**src/hw/rtl/dscc_pkg.sv**
```systemverilog
`default_nettype none

package dscc_pkg;

  localparam int unsigned DEF_MAX_NODES        = 64;
  localparam int unsigned DEF_EDGE_COUNT_WIDTH = 4;
  localparam int unsigned NODE_FIELD_W         = 7;
  localparam int unsigned TOTAL_W              = 32;
  localparam int unsigned APB_ADDR_W           = 3;
  localparam int unsigned APB_DATA_W           = 32;

  // register index (paddr[2])
  localparam logic REG_NODE_COUNT = 1'b0;

  typedef enum logic [1:0] {
    OP_INSERT = 2'd0,
    OP_REMOVE = 2'd1,
    OP_QUERY  = 2'd2
  } op_e;

  typedef enum logic [1:0] {
    ST_OK     = 2'd0,
    ST_RANGE  = 2'd1,
    ST_SAT    = 2'd2,
    ST_ABSENT = 2'd3
  } status_e;

  typedef enum logic [4:0] {
    S_INIT,
    S_IDLE,
    S_EDGE_RD,
    S_EDGE_WR,
    S_QA,
    S_QB,
    S_QC,
    S_CLR,
    S_ROOT,
    S_ROOT_CHK,
    S_ENTER,
    S_SCAN,
    S_EVAL,
    S_POP,
    S_CPOP,
    S_CPOP_D,
    S_RET,
    S_RET_D,
    S_RET_L,
    S_RESP
  } state_e;

  typedef struct packed {
    logic [1:0]              operation;
    logic [NODE_FIELD_W-1:0] from_node;
    logic [NODE_FIELD_W-1:0] to_node;
  } in_t;

  typedef struct packed {
    logic               same_component;
    logic               is_answer;
    logic [1:0]         status;
    logic [TOTAL_W-1:0] yes_count;
    logic [TOTAL_W-1:0] no_count;
  } out_t;

endpackage

`default_nettype wire

```
**src/hw/rtl/dscc_cfg.sv**
```systemverilog
`default_nettype none

module dscc_cfg
  import dscc_pkg::*;
#(
  parameter int unsigned MAX_NODES = DEF_MAX_NODES,
  localparam int unsigned DW = $clog2(MAX_NODES + 1)
) (
  input  wire logic                  clk_i,
  input  wire logic                  rst_ni,
  input  wire logic                  psel,
  input  wire logic                  penable,
  input  wire logic                  pwrite,
  input  wire logic [APB_ADDR_W-1:0] paddr,
  input  wire logic [APB_DATA_W-1:0] pwdata,
  output logic      [APB_DATA_W-1:0] prdata,
  output logic                       pready,
  output logic      [DW-1:0]         n_o
);

  logic [NODE_FIELD_W-1:0] node_count_q;
  // set until the first write: node count then reads as MAX_NODES
  logic                    dflt_q;
  logic                    wr;
  logic [NODE_FIELD_W-1:0] rd_val;

  assign pready = 1'b1;
  assign wr     = psel && penable && pwrite && (paddr[2] == REG_NODE_COUNT);

  always_ff @(posedge clk_i or negedge rst_ni) begin
    if (!rst_ni) begin
      node_count_q <= '0;
      dflt_q       <= 1'b1;
    end else if (wr) begin
      node_count_q <= pwdata[NODE_FIELD_W-1:0];
      dflt_q       <= 1'b0;
    end
  end

  always_comb begin
    if (dflt_q || (32'(node_count_q) > 32'(MAX_NODES))) begin
      n_o = DW'(MAX_NODES);
    end else begin
      n_o = DW'(node_count_q);
    end
  end

  assign rd_val = dflt_q ? NODE_FIELD_W'(MAX_NODES) : node_count_q;
  assign prdata = (paddr[2] == REG_NODE_COUNT) ?
                  APB_DATA_W'(rd_val) : '0;

endmodule

`default_nettype wire

```
**config.mk**
```make
export PLATFORM = sky130hd
export DESIGN_NAME = dscc_cfg
export DESIGN_NICKNAME = d
export VERILOG_FILES = /design/src/hw/rtl/dscc_pkg.sv /design/src/hw/rtl/dscc_cfg.sv
export SDC_FILE = /design/constraint.sdc
export NUM_CORES = 1
export LEC_CHECK = 0
export ABC_AREA = 1
export BUFFER_PORTS_ARGS = -buffer_cell sky130_fd_sc_hd__buf_2
export CORE_MARGIN = 2
export CORE_UTILIZATION = 36
export CTS_BUF_LIST = sky130_fd_sc_hd__clkbuf_8
export DETAILED_ROUTE_END_ITERATION = 7
export PLACE_DENSITY = 0.88
export SLEW_MARGIN = 25
export SYNTH_ARGS = -nofsm -noshare
export SYNTH_HDL_FRONTEND = slang
export SYNTH_SLANG_ARGS = --single-unit
```
**constraint.sdc**
```tcl
create_clock -name clk_i -period 1.7 [get_ports clk_i]
set_input_delay 0.34 -clock clk_i [delete_from_list [all_inputs] [get_ports clk_i]]
set_output_delay 0.34 -clock clk_i [all_outputs]
set_load 0.05 [all_outputs]
```
==> key figures <==
CTS
  • Root Buffer: clkbuf_8
  • H-tree depth: 1
  • CTS tree: yes
  • Clock Sinks: 8
  • Worst-skew pair later-pin latency: 0.22 ns
  • Register clock-pin slew on the reported worst setup and hold paths: 0.04 ns
  • CTS buffer count: 3
  • Clock buffer depth: 2

GRT
  • Met2 usage: 19.2%
  • Vias in the first global route: 435
  • Gr busiest metal: met2
  • Global Route met3 Usage: 2.75%
  • Largest net degree at the start of global routing: 15
  • Total GRT Usage: 11.8%
  • Initial antenna violation count: 0
  • First-pass GRT wire length: 1.82 mm
  • Met1 usage: 15.1%
  • Grt total ovfl: 0

Synthesis
  • Syn Std Cell Area: 657 um2
  • Yosys top cell area share: 29.7%
  • Top_reg_cell synth: dfrtp_1
  • Post-synth ARST share: 100%
  • Flops & latches, synth: 8
  • Yosys cell types: 12
  • Syn avg cell area: 7.64 um2
  • EDFF count, synth: 0
  • Synth warn: 0
  • Most numerous cell in the Yosys netlist: buf_4
  • Sequential area share after synthesis: 30.7%
  • Top post-synthesis cells by count: 26 x buf_4, 20 x nor2_1, 8 x inv_1, 8 x nand2_1, 7 x dfrtp_1
  • Post-synth top area cell: buf_4
  • Post-Syn Instances: 86
  • Area contributors post-synth: buf_4 30%, dfrtp_1 27%, nor2_1 11%

Hold path
  • Hold WC Path Type: primary input to register
  • Hold Path Cell Cnt: 3

Final layout
  • Final net count: 155
  • Ant diodes: 0
  • Layout cells sized above 1: 46.5%
  • P&R area growth vs syn: 22.9%

Detailed routing
  • Routed Antenna Nets: 0
  • Pre-antenna DRT Iters: 3
  • Avg Vias per Cell: 3.69
  • DRT iter0 DRCs: 3
  • Per-cell routed wire length: 8.99 um
  • Total Wirelength: 1.25 mm
  • Post-route DRC violation count: 0
  • Total vias in the final route: 513

Critical path
  • Slowest cell on crit path: dfstp_2
  • Reg2Reg Depth: 2
  • WP data arrival: 1.33 ns
  • Most Frequent Cell on Critical Path: nor2_2
  • Buf/Inv on CP: 1
  • Critical Path Max Stage Delay: 0.55 ns
  • CP endpoint kind: output pin
  • Worst-path cell chain: nor2_2 -> nand2_1 -> nor2_2 -> nor2_4 -> nor2_1 -> buf_6
  • Levels on crit path: 6
  • Max FO, Critical Path: 5
  • Req. time, crit path: 1.36 ns
  • WS Path Type: register to output pin
  • Delay-heaviest family, CP: flip-flops
  • CP startpoint kind: register

Placed design
  • GPL Wtd Cong: 0.694
  • Detailed Place HPWL: 1.00 mm
  • Port Buffers: 26

Die
  • Die area: 2180 um2
  • Chip Width: 46.7 um
  • Initial cell density of the core: 38.0%
  • Std cell rows: 15
  • Die Y-Extent: 46.7 um
  • # IOs: 80
  • Core area: 1730 um2

STA
  • Min Tclk post-route: 1.67 ns
  • Final Hold Fails: 0
  • Final cycle utilization of the critical path: 98.0%
  • Max frequency: 0.600 GHz
  • Setup_tns: 0 ns
  • Final setup violation count: 0
  • Final Max Tran Viols: 0
  • Final Skew: 0 ns
  • Worst hold margin: 0.322 ns
  • RSZ-0062 raised after global routing: true

Pwr
  • Power per standard cell area: 1380 nW/um2
  • Peak supply drop: 0.601 mV
  • LEAKAGE: 0.000462 uW

Outcome
  • Status: completed

Run
  • Max_cap viols: 0
per-layer routing:
metal	wire length (um)	vias up	part of all wire (%)
li1	-	259	-
met1	492	228	39
met2	650	26	52
met3	107	0	8.6
met4	0	0	0
met5	0	-	0
registers in the layout, indices dropped and copies added, names as in the netlist:
register and cells:
node_count_q 7, dflt_q 1
cells by family (layout without fill, tap and decap cells):
kind of cell           after synthesis  count (layout)  share of synthesized area (%)
other                                2              26                           1.14
AOI/OAI and AO/OA                    6               6                           8.00
buffers and inverters               37              41                           38.5
DFF                                  8               8                           30.7
and+or+nand+nor                     33              33                           21.7
power breakdown:
part / total [uW] / switching, uW / internal [uW]
logic: 632 / 485 / 147
registers: 248 / 20.6 / 228
clock network: 231 / 74.4 / 156
total: 1110 / 580 / 531
worst paths after layout:
kind | startpoint | slack (ns) | end
setup reg to reg | dflt_q | 0.92 | dflt_q
setup / recovery | dflt_q | 0.03 | n_o[5]
max in group asynchronous | rst_ni | 0.96 | dflt_q
hold / removal | pwdata[1] | 0.32 | node_count_q[1]
hold reg to reg | dflt_q | 0.51 | dflt_q
min in group asynchronous | rst_ni | 0.49 | node_count_q[2]
what timing repair did:
action,4_1_cts,5_1_grt
pin swaps,0,5
setup buffers,0,0
endpoints found under the hold margin,7,0
hold buffers,1,0
cloned,0,0
gates resized for setup,8,12
setup endpoints to repair,5,6
layout make-up:
type,instances,area (um2)
Clock inverter,1,3.75
Fill cell,193,920
Multi-Input combinational cell,65,320
Clock buffer,3,41.3
Sequential cell,8,201
Tap cell,25,31.3
Timing Repair Buffer,27,171
Inverter,10,37.5
stage by stage:
step / utilization, % / setup slack, ns / area (um2) / total power, uW / cells
2_1_floorplan: - / 0.0204 / 749 / 763 / 110
3_3_place_gp: 40.3 / 0.140 / 696 / 806 / 134
3_5_place_dp: 40.3 / 0.120 / 696 / 817 / 134
4_1_cts: 44.8 / 0.000898 / 773 / 1090 / 139
5_1_grt: 46.7 / -0.0343 / 807 / 1170 / 139
6_report: 46.7 / 0.0340 / 807 / 1110 / 139
cell usage in the layout, fill, tap and decap left out, drive strengths merged:
master	instances
conb	26
buf	26
nor2	20
nand2	12
inv	11
dfrtp	7
o21ai	6
clkbuf	3
nand4	1
dfstp	1
dlygate4sd3	1
worst register-to-register path, stage by stage (launching register included):
cell     delay (ns)
dfstp_2        0.55
inv_1          0.06
nor2_1         0.10
(Power assumes the default switching activity.)
